## config.mk

```make
export PLATFORM = sky130hd
export DESIGN_NAME = seatbelt_interlock_auto_headlights_core
export DESIGN_NICKNAME = d
export VERILOG_FILES = /design/src/sbia_pkg.sv /design/src/sbia_step.sv /design/src/seatbelt_interlock_auto_headlights_core.sv
export SDC_FILE = /design/constraint.sdc
export NUM_CORES = 1
export LEC_CHECK = 0
export BUFFER_PORTS_ARGS = -buffer_cell sky130_fd_sc_hd__clkbuf_2
export CAP_MARGIN = 20
export CORE_MARGIN = 2
export CORE_UTILIZATION = 45
export CTS_CLUSTER_SIZE = 25
export DETAILED_ROUTE_END_ITERATION = 8
export GPL_ROUTABILITY_DRIVEN = 0
export SLEW_MARGIN = 30
export SYNTH_ARGS = -nofsm -noshare
export SYNTH_HDL_FRONTEND = slang
export SYNTH_SLANG_ARGS = --single-unit
```

## constraint.sdc

```tcl
create_clock -name clk_i -period 6.1 [get_ports clk_i]
set_input_delay 0.305 -clock clk_i [delete_from_list [all_inputs] [get_ports clk_i]]
set_output_delay 0.305 -clock clk_i [all_outputs]
set_load 0.05 [all_outputs]
```

## src/sbia_pkg.sv

```systemverilog
`default_nettype none

package sbia_pkg;

  // Field widths
  localparam int unsigned MvW     = 12;
  localparam int unsigned TickW   = 6;
  localparam int unsigned CountW  = 13;
  localparam int unsigned CfgIdxW = 3;
  localparam int unsigned MaskW   = 4;

  // Register indexes on the configuration port
  typedef enum logic [CfgIdxW-1:0] {
    REG_DARK_THRESHOLD = 3'd0,
    REG_OFF_BAND_TOP   = 3'd1,
    REG_AUTO_BAND_TOP  = 3'd2,
    REG_ON_DELAY       = 3'd3,
    REG_OFF_DELAY      = 3'd4,
    REG_TICK           = 3'd5
  } cfg_reg_e;

  // Register reset values
  localparam logic [MvW-1:0]   DarkThresholdRst = 12'd200;
  localparam logic [MvW-1:0]   OffBandTopRst    = 12'd1056;
  localparam logic [MvW-1:0]   AutoBandTopRst   = 12'd2112;
  localparam logic [MvW-1:0]   OnDelayRst       = 12'd1000;
  localparam logic [MvW-1:0]   OffDelayRst      = 12'd2000;
  localparam logic [TickW-1:0] TickRst          = 6'd25;

  typedef struct packed {
    logic [MvW-1:0]   dark_threshold_mv;
    logic [MvW-1:0]   off_band_top_mv;
    logic [MvW-1:0]   auto_band_top_mv;
    logic [MvW-1:0]   on_delay_ms;
    logic [MvW-1:0]   off_delay_ms;
    logic [TickW-1:0] tick_ms;
  } cfg_t;

  typedef struct packed {
    logic              seat_was_taken;
    logic              button_was_held;
    logic              engine_running;
    logic              beams_lit;
    logic              auto_was_selected;
    logic              dark_before;
    logic [CountW-1:0] delay_count_ms;
  } state_t;

  typedef struct packed {
    logic           driver_seated;
    logic           driver_belted;
    logic           passenger_seated;
    logic           passenger_belted;
    logic           start_button;
    logic [MvW-1:0] selector_mv;
    logic [MvW-1:0] ambient_mv;
  } item_t;

  typedef struct packed {
    logic             ready_led;
    logic             engine_led;
    logic             dipped_beam;
    logic             inhibit_pulse;
    logic [MaskW-1:0] missing_mask;
    logic             welcome_pulse;
    logic             started_pulse;
  } result_t;

endpackage

`default_nettype wire

```

## src/sbia_step.sv

```systemverilog
`default_nettype none

module sbia_step import sbia_pkg::*; (
  input  cfg_t    cfg_i,
  input  state_t  state_i,
  input  item_t   item_i,
  output state_t  state_o,
  output result_t res_o
);

  logic              was_running;
  logic              sel_off;
  logic              sel_auto;
  logic              sel_on;
  logic              dark;
  logic              all_ok;
  logic              edge_det;
  logic              ready;
  logic              started;
  logic              inhibit;
  logic [MaskW-1:0]  mask;
  logic              running;
  logic              beams;
  logic [CountW-1:0] cnt;
  logic [CountW-1:0] tick_ext;

  always_comb begin
    was_running = state_i.engine_running;
    sel_off  = (item_i.selector_mv < cfg_i.off_band_top_mv) && was_running;
    sel_auto = (item_i.selector_mv < cfg_i.auto_band_top_mv) &&
               (item_i.selector_mv >= cfg_i.off_band_top_mv) && was_running;
    sel_on   = (item_i.selector_mv >= cfg_i.auto_band_top_mv) && was_running;
    dark     = item_i.ambient_mv < cfg_i.dark_threshold_mv;
    all_ok   = item_i.driver_seated && item_i.driver_belted &&
               item_i.passenger_seated && item_i.passenger_belted;
    edge_det = item_i.start_button && !state_i.button_was_held;
    ready    = all_ok && !was_running;
    started  = 1'b0;
    inhibit  = 1'b0;
    mask     = '0;
    running  = was_running;
    beams    = state_i.beams_lit;
    cnt      = state_i.delay_count_ms;
    tick_ext = CountW'(cfg_i.tick_ms);

    // Ignition press: start, stop or refuse
    if (edge_det) begin
      if (all_ok && !was_running) begin
        running = 1'b1;
        started = 1'b1;
        ready   = 1'b0;
      end else if (was_running) begin
        running = 1'b0;
      end else begin
        inhibit = 1'b1;
        mask    = {!item_i.passenger_belted, !item_i.passenger_seated,
                   !item_i.driver_belted, !item_i.driver_seated};
      end
    end

    // Selector bands and the auto beam timer
    if (sel_off) begin
      beams = 1'b0;
    end else if (sel_on) begin
      beams = 1'b1;
    end else if (sel_auto) begin
      if (!state_i.auto_was_selected) begin
        beams = 1'b0;
      end
      if (!beams && dark && !state_i.dark_before) begin
        cnt = '0;
      end else if (beams && !dark && state_i.dark_before) begin
        cnt = CountW'(cfg_i.off_delay_ms);
      end

      if (dark && !beams) begin
        if (cnt < CountW'(cfg_i.on_delay_ms)) begin
          // wrap at the counter width
          cnt = cnt + tick_ext;
        end else begin
          beams = 1'b1;
          cnt   = CountW'(cfg_i.off_delay_ms);
        end
      end else if (!dark && beams) begin
        if (cnt != '0) begin
          cnt = (cnt > tick_ext) ? cnt - tick_ext : '0;
        end else begin
          beams = 1'b0;
          cnt   = '0;
        end
      end
    end

    state_o.seat_was_taken    = item_i.driver_seated;
    state_o.button_was_held   = item_i.start_button;
    state_o.engine_running    = running;
    state_o.beams_lit         = beams;
    state_o.auto_was_selected = sel_auto;
    state_o.dark_before       = dark;
    state_o.delay_count_ms    = cnt;

    res_o.ready_led     = ready;
    res_o.engine_led    = running;
    res_o.dipped_beam   = beams;
    res_o.inhibit_pulse = inhibit;
    res_o.missing_mask  = mask;
    res_o.welcome_pulse = item_i.driver_seated && !state_i.seat_was_taken;
    res_o.started_pulse = started;
  end

endmodule

`default_nettype wire

```

## src/seatbelt_interlock_auto_headlights_core.sv

```systemverilog
// A word accepted at a clock edge enters the input register, passes the tick logic, and its
// result is registered in the result register once that register is free or being drained.
// Throughput: one word per cycle while results are taken. A stalled result lets one more
// word wait in the input register, then input ready drops until the result is taken.
// Reset (rst_ni low, asynchronous): both stages empty, all tick state cleared,
// configuration registers back to their default values.
`default_nettype none

module seatbelt_interlock_auto_headlights_core import sbia_pkg::*; (
  input  wire logic               clk_i,
  input  wire logic               rst_ni,
  // configuration write port
  input  wire logic               cfg_we_i,
  input  wire logic [CfgIdxW-1:0] cfg_idx_i,
  input  wire logic [MvW-1:0]     cfg_data_i,
  // input channel
  input  wire logic               in_valid_i,
  output logic                    in_ready_o,
  input  wire logic               driver_seated_i,
  input  wire logic               driver_belted_i,
  input  wire logic               passenger_seated_i,
  input  wire logic               passenger_belted_i,
  input  wire logic               start_button_i,
  input  wire logic [MvW-1:0]     selector_mv_i,
  input  wire logic [MvW-1:0]     ambient_mv_i,
  // result channel
  output logic                    out_valid_o,
  input  wire logic               out_ready_i,
  output logic                    ready_led_o,
  output logic                    engine_led_o,
  output logic                    dipped_beam_o,
  output logic                    inhibit_pulse_o,
  output logic [MaskW-1:0]        missing_mask_o,
  output logic                    welcome_pulse_o,
  output logic                    started_pulse_o
);

  cfg_t    cfg_q;
  state_t  state_q, state_d;
  item_t   item_q;
  logic    in_valid_q;
  result_t res_q, res_d;
  logic    out_valid_q;
  logic    advance;

  // Configuration registers
  always_ff @(posedge clk_i or negedge rst_ni) begin
    if (!rst_ni) begin
      cfg_q.dark_threshold_mv <= DarkThresholdRst;
      cfg_q.off_band_top_mv   <= OffBandTopRst;
      cfg_q.auto_band_top_mv  <= AutoBandTopRst;
      cfg_q.on_delay_ms       <= OnDelayRst;
      cfg_q.off_delay_ms      <= OffDelayRst;
      cfg_q.tick_ms           <= TickRst;
    end else if (cfg_we_i) begin
      unique case (cfg_idx_i)
        REG_DARK_THRESHOLD: cfg_q.dark_threshold_mv <= cfg_data_i;
        REG_OFF_BAND_TOP:   cfg_q.off_band_top_mv   <= cfg_data_i;
        REG_AUTO_BAND_TOP:  cfg_q.auto_band_top_mv  <= cfg_data_i;
        REG_ON_DELAY:       cfg_q.on_delay_ms       <= cfg_data_i;
        REG_OFF_DELAY:      cfg_q.off_delay_ms      <= cfg_data_i;
        REG_TICK:           cfg_q.tick_ms           <= cfg_data_i[TickW-1:0];
        default: ;
      endcase
    end
  end

  // Advance a word when the result register is free or being drained
  assign advance    = in_valid_q && (!out_valid_q || out_ready_i);
  assign in_ready_o = !in_valid_q || advance;

  // Input register
  always_ff @(posedge clk_i or negedge rst_ni) begin
    if (!rst_ni) begin
      in_valid_q <= 1'b0;
    end else if (in_ready_o) begin
      in_valid_q <= in_valid_i;
    end
  end

  always_ff @(posedge clk_i) begin
    if (in_valid_i && in_ready_o) begin
      item_q.driver_seated    <= driver_seated_i;
      item_q.driver_belted    <= driver_belted_i;
      item_q.passenger_seated <= passenger_seated_i;
      item_q.passenger_belted <= passenger_belted_i;
      item_q.start_button     <= start_button_i;
      item_q.selector_mv      <= selector_mv_i;
      item_q.ambient_mv       <= ambient_mv_i;
    end
  end

  sbia_step u_step (
    .cfg_i   (cfg_q),
    .state_i (state_q),
    .item_i  (item_q),
    .state_o (state_d),
    .res_o   (res_d)
  );

  // Commit tick state as the word moves into the result register
  always_ff @(posedge clk_i or negedge rst_ni) begin
    if (!rst_ni) begin
      state_q <= '0;
    end else if (advance) begin
      state_q <= state_d;
    end
  end

  always_ff @(posedge clk_i or negedge rst_ni) begin
    if (!rst_ni) begin
      out_valid_q <= 1'b0;
    end else if (advance) begin
      out_valid_q <= 1'b1;
    end else if (out_ready_i) begin
      out_valid_q <= 1'b0;
    end
  end

  always_ff @(posedge clk_i) begin
    if (advance) begin
      res_q <= res_d;
    end
  end

  assign out_valid_o     = out_valid_q;
  assign ready_led_o     = res_q.ready_led;
  assign engine_led_o    = res_q.engine_led;
  assign dipped_beam_o   = res_q.dipped_beam;
  assign inhibit_pulse_o = res_q.inhibit_pulse;
  assign missing_mask_o  = res_q.missing_mask;
  assign welcome_pulse_o = res_q.welcome_pulse;
  assign started_pulse_o = res_q.started_pulse;

  // Checks
  a_started_runs: assert property (@(posedge clk_i) disable iff (!rst_ni)
    out_valid_o && started_pulse_o |-> engine_led_o && !ready_led_o)
    else $error("started word without engine running");

  a_mask_needs_inhibit: assert property (@(posedge clk_i) disable iff (!rst_ni)
    out_valid_o && !inhibit_pulse_o |-> missing_mask_o == '0)
    else $error("missing mask set without inhibit");

  a_ready_engine_off: assert property (@(posedge clk_i) disable iff (!rst_ni)
    out_valid_o && ready_led_o |-> !engine_led_o && !inhibit_pulse_o)
    else $error("ready shown with engine running or inhibit");

  a_state_on_advance: assert property (@(posedge clk_i) disable iff (!rst_ni)
    !advance |=> $stable(state_q))
    else $error("tick state changed without a word advancing");

endmodule

`default_nettype wire

```

### Word level (Yosys, flattened, before mapping)

Index checks and enable logic that the tools add are counted.

* latch bits: 0
* ROM bits: 0
* input bits: 49
* memories: 0
* word-level logic and storage cells: 114
* RAM bits: 0
* flip-flop bits (word level): 126
* output and inout bits: 12

* shift-type cells: 0
* mux-type cells: 26
* reduce and logical (&&, ||, !) cells: 42
* add/sub/neg operators: 2
* multipliers: 0
* div/mod/pow operators: 0
* eq/ne operators: 5
* magnitude comparators: 7
* bitwise operators: 3

Operators by type and width (number)
* 2-to-1 mux 13 bit: 10
* < comparator 12 bit: 3
* >= comparator 12 bit: 2
* logical AND 1 bit: 16
* 2-to-1 mux 1 bit: 16
* adder 13 x 6 -> 13 bit: 1
* greater-than comparator 13 x 6 -> 1 bit: 1
* < comparator 13 x 12 -> 1 bit: 1
* nonzero test 13 bit: 1
* subtractor 13 x 6 -> 13 bit: 1
* logical NOT 1 bit: 12
* AND reduction 2 bit: 6
* equality test 3 x 2 -> 1 bit (second input constant): 2
* equality test 3 bit (second input constant): 2
* AND reduction 4 bit: 1
* equality test 3 x 1 -> 1 bit (second input constant): 1
* logical NOT 3 bit: 1
* NOT 1 bit: 3
* OR reduction 3 bit: 1
* logical OR 1 bit: 2
* nonzero test 2 bit: 1
* OR reduction 2 bit: 1

### Depth between registers and ports, before layout

* depth after elaboration: 20
* mapped depth: 24
* mapped depth without buffers: 21

### Hierarchy

From an unflattened synthesis, not the netlist that was laid out.

* cell total of the unflattened synthesis: 734
* area total of the unflattened synthesis: 7821.3 um^2

Modules (own cells, without submodules)
* seatbelt_interlock_auto_headlights_core: area an instance 4505.6 um^2, times used 1, cells each 232
* sbia_step: area an instance 3315.7 um^2, times used 1, cells each 502

### Least setup slack after synthesis

OpenSTA, ideal clock, no wires.

* path kind: flip-flop to flip-flop
* from: register cfg_q[61] (netlist name)
* to: register state_q[12] (netlist name)
* cell stages (with the launch flop): 24
* arrival time: 5050 ps
* buffers on the path: 2
* clock period less this slack: 5170 ps
* path slack: 930 ps
* cell sequence: dfstp_2 > inv_1 > ha_1 > nand2_1 > or3_4 > o32a_4 > a21oi_4 > buf_6 > clkbuf_1 > mux2i_1 > nor2_1 > a31oi_1 > inv_1 > ha_1 > nand2b_1 > a21oi_1 > o21ai_0 > a21oi_1 > o21ai_0 > inv_1 > o221ai_1 > nand2_1 > a2111o_1 > and3_1

* cells in the longest elaborated chain, start to end: 14

RTL lines
* start, declared: RTL line seatbelt_interlock_auto_headlights_core.sv:38 `cfg_t cfg_q;`
* < comparator 12 bit (*): RTL line sbia_step.sv:33 `dark = item_i.ambient_mv < cfg_i.dark_threshold_mv;`
* logical NOT 1 bit: RTL line sbia_step.sv:72, sbia_step.sv:84
* logical AND 1 bit: RTL line sbia_step.sv:72, sbia_step.sv:84
* logical AND 1 bit: RTL line sbia_step.sv:72 `end else if (beams && !dark && state_i.dark_before) begin`
* 2-to-1 mux 13 bit: RTL line sbia_step.sv:72
* 2-to-1 mux 13 bit: RTL line sbia_step.sv:70 `if (!beams && dark && !state_i.dark_before) begin`
* 2-to-1 mux 13 bit: RTL line sbia_step.sv:66 `end else if (sel_auto) begin`
* 2-to-1 mux 13 bit: RTL line sbia_step.sv:64 `end else if (sel_on) begin`
* 2-to-1 mux 13 bit: RTL line sbia_step.sv:62 `if (sel_off) begin`
* subtractor 13 x 6 -> 13 bit / greater-than comparator 13 x 6 -> 1 bit (equally long branches): RTL line sbia_step.sv:86 `cnt = (cnt > tick_ext) ? cnt - tick_ext : '0;`
* 2-to-1 mux 13 bit: RTL line sbia_step.sv:86
* 2-to-1 mux 13 bit: RTL line sbia_step.sv:85 `if (cnt != '0) begin`
* 2-to-1 mux 13 bit: RTL line sbia_step.sv:84 `end else if (!dark && beams) begin`
* 2-to-1 mux 13 bit (*): RTL line sbia_step.sv:76 `if (dark && !beams) begin`
* end signal, assigned: RTL line seatbelt_interlock_auto_headlights_core.sv:106 `state_q <= state_d;`
* end, declared: RTL line seatbelt_interlock_auto_headlights_core.sv:39 `state_t state_q, state_d;`

Mark *: on every way between the ends. The rest lies on a longest branch, timed or not. The select of a mux whose other input is x is not followed.
A chain may end at the register's enable or synchronous reset.

### Worst setup path in the final report

Ends and elaborated chain as after synthesis.

==> impl_metrics.csv <==
group,metric,value,unit
routing,ant_nets,0,
final_layout,drive_gt1_frac,0.213,
clock_network,cts_resized,0,
routing,wl,18800,um
logic_synthesis,yosysSeqAreaShare,0.454,
logic_synthesis,synth_cell_type_count,75,
timing,worstMarginPinSlew,0.873,ns
timing,hold_viol,0,
clock_network,numCtsBuffers,17,
timing,fin_crit,5.33,ns
place,portBuffers,60,
power,power,3.40,mW
logic_synthesis,async_reset_ff_frac,0.690,
logic_synthesis,synth_area_per_cell,10.2,um^2
logic_synthesis,synth_warnings,0,
final_layout,utilization,0.539,
logic_synthesis,ys_seq_elements,126,
hold_path,hold_depth,1,
routing,route.detailed.drc,0,
worst_setup_path,critPathArrivalTime,5.64,ns
logic_synthesis,synth_flop_cell,"dfrtp_1",
place,hpwl,14100,um
clock_network,clockRootBuffer,"clkbuf_16",
final_layout,design_area,8620,um^2
routing,vias,5929,
timing,setup_slack,0.773,ns
logic_synthesis,synth_nets,840,
hold_path,min_from,"selector_mv_i[7]",
worst_setup_path,r2r_slack,0.77,ns
power,p_per_area,394,nW/um^2
timing,fmax,188,MHz
timing,setup_viol,0,
floorplan,coreArea,16000,um^2
job,drv_cap,0,
worst_setup_path,r2r_cells,21,
logic_synthesis,synth_edf_count,39,
outcome,status,"completed",
timing,grt_setup_unrepaired,"no",
worst_setup_path,required,6.41,ns
worst_setup_path,startpoint_type,"flop",
floorplan,die_w,133,um
place,place_ws,0.884,ns
global_routing,grt_pass1_wl,30900,um
clock_network,clk_latency,0.42,ns
global_routing,gr-total-overflow,0,
clock_network,cts_tree,"yes",
worst_setup_path,critPathLaunch,"cfg_q[61]",
worst_setup_path,worstReg2RegStart,"cfg_q[61]",
timing,slew-limit-headroom,0.418,
timing,slew_viol_final,0,
floorplan,io_pins,61,
global_routing,grt_usage,0.224,
floorplan,fp.dieH,133,um
power,combPwrFrac,0.351,
power,p_switching,1.24,mW
floorplan,die_area,17600,um^2
final_layout,layout_common_cells,"nand2_1, inv_1, dfrtp_1",
logic_synthesis,syn_area,7440,um^2
power,vdd_drop_max,0.226,mV
routing,first_pass_iters,7,
hold_path,min_to,"item_q[19]",
worst_setup_path,cp_max_fo,9,
global_routing,grt_max_degree,57,
place,dp_cells,992,
worst_setup_path,path_class,"reg2reg",
hold_path,hold_class,"in2reg",
floorplan,initial_core_util,0.465,
floorplan,rows,46,
timing,tns,0,ns
timing,clock_skew,0.00739,ns
clock_network,cts_buffer_depth,2,
clock_network,clk_pin_slew,0.06,ns
final_layout,final_nets,904,
timing,timing.hold.ws,0.0526,ns
logic_synthesis,synth_cells,732,
clock_network,cts_setup_buffers,0,
power,intPower,2.16,mW
global_routing,grt_pass1_vias,5863,
routing,wire_per_inst,18.4,um
global_routing,antenna_found_initial,0,
final_layout,fill_cells,1438,
clock_network,htree_levels,4,
timing,fin_crit_sh,0.873,
power,cellLeakagePower,3.75,nW
final_layout,layout_commonest_cell,"nand2_1",
power,seq_power_share,0.353,
final_layout,antenna_cells,0,
final_layout,syn2layout_area_growth,15.9,%
worst_setup_path,critPathCaptureType,"flop",
power,p_sw_frac,0.364,
final_layout,final_cells,1025,
power,p_clk_frac,0.297,
place,dpl_cell_area,8020,um^2
routing,vias_per_cell,5.78,
routing,drt_iter0_drc,669,
clock_network,clkSinkCount,126,
worst_setup_path,r2r-end,"state_q[12]",
-- power by group through the flow --
| stage | clock, mW | combinational, mW | sequential [mW] |
|---|---|---|---|
| after floorplan | 0 | 0.861 | 1.17 |
| after global placement | 0 | 1.14 | 1.20 |
| after detailed placement | 0 | 1.17 | 1.21 |
| after CTS | 1.02 | 1.17 | 1.19 |
| after global routing | 1.06 | 1.32 | 1.22 |
| final | 1.01 | 1.19 | 1.20 |
-- how the worst max path moves through the flow --
stage                       end  cells past startpoint
global placement    state_q[12]                     21
CTS                 state_q[12]                     21
finish              state_q[12]                     21
detailed placement  state_q[12]                     21
floorplan           state_q[12]                     23
global route        state_q[12]                     21
-- repair_timing --
| action | 4_1_cts | 5_1_grt |
|---|---|---|
| hold endpoints to repair | 22 | 0 |
| hold buffers | 1 | 0 |
| setup endpoints to repair | 0 | 0 |
-- cells by family after synthesis --
| logic type | share of synthesized area |
|---|---|
| AO/OA/AOI/OAI | 0.181 |
| XOR/XNOR | 0.0165 |
| adder cells (fa/ha/maj) | 0.101 |
| buffers and inverters | 0.0483 |
| flip-flops | 0.454 |
| multiplexers | 0.0638 |
| AND/OR/NAND/NOR | 0.135 |
-- sequential cells by signal, summed over array words and instances (netlist names) --
| signal | cells |
|---|---|
| inhibit_pulse_o | 1 |
| out_valid_o | 1 |
| cfg_q | 66 |
| dipped_beam_o | 1 |
| missing_mask_o | 4 |
| state_q | 19 |
| in_valid_q | 1 |
| started_pulse_o | 1 |
| item_q | 29 |
| engine_led_o | 1 |
| ready_led_o | 1 |
| welcome_pulse_o | 1 |
-- cell type report --
class,instances,area (um^2),area share
tap,216,270,0.0313
clock buffer,26,499,0.0579
timing repair buffer,70,388,0.0450
inverter,66,248,0.0287
clock inverter,6,85.1,0.00987
multi-input combinational,515,3750,0.436
sequential,126,3380,0.392
-- synthesized netlist by cell type (all sizes together), types with 8 or more instances --
master,instances,area share
a21o,16,0.016
o21ai,63,0.043
o22ai,9,0.0084
nand2,77,0.039
nor3,23,0.016
nand3,11,0.0074
dfstp,22,0.078
inv,65,0.033
nor2,30,0.015
nand2b,9,0.0076
nand4,9,0.0084
edfxtp,39,0.16
mux2i,8,0.011
dfrtp,65,0.22
a31oi,17,0.014
mux2,35,0.053
clkbuf,19,0.0096
o21a,11,0.011
a21oi,37,0.027
ha,57,0.096
-- per-layer routing --
| metal | wire (um) | GRT usage | part of all wire |
|---|---|---|---|
| met1 | 8160 | 0.304 | 0.43 |
| met2 | 8850 | 0.354 | 0.47 |
| met3 | 1330 | 0.0464 | 0.071 |
| met4 | 501 | 0.0890 | 0.027 |
| met5 | 0 | 0 | 0 |
-- worst max-delay path, cell delays in order (launching register included) --
cell and delay, ns:
dfstp_2 0.51, inv_1 0.04, ha_1 0.29, nand2_1 0.09, or3_4 0.39, o32a_4 0.37
a21oi_4 0.17, mux2i_1 0.21, nor2_1 0.06, a31oi_1 0.31, inv_1 0.18, ha_1 0.35
nand2b_1 0.09, a21oi_1 0.07, o21ai_0 0.22, a21oi_1 0.12, o21ai_0 0.25, inv_1 0.11
o221ai_1 0.58, nand2_1 0.23, a2111o_1 0.42, and3_1 0.15
Power figures use the tool's default switching activity.
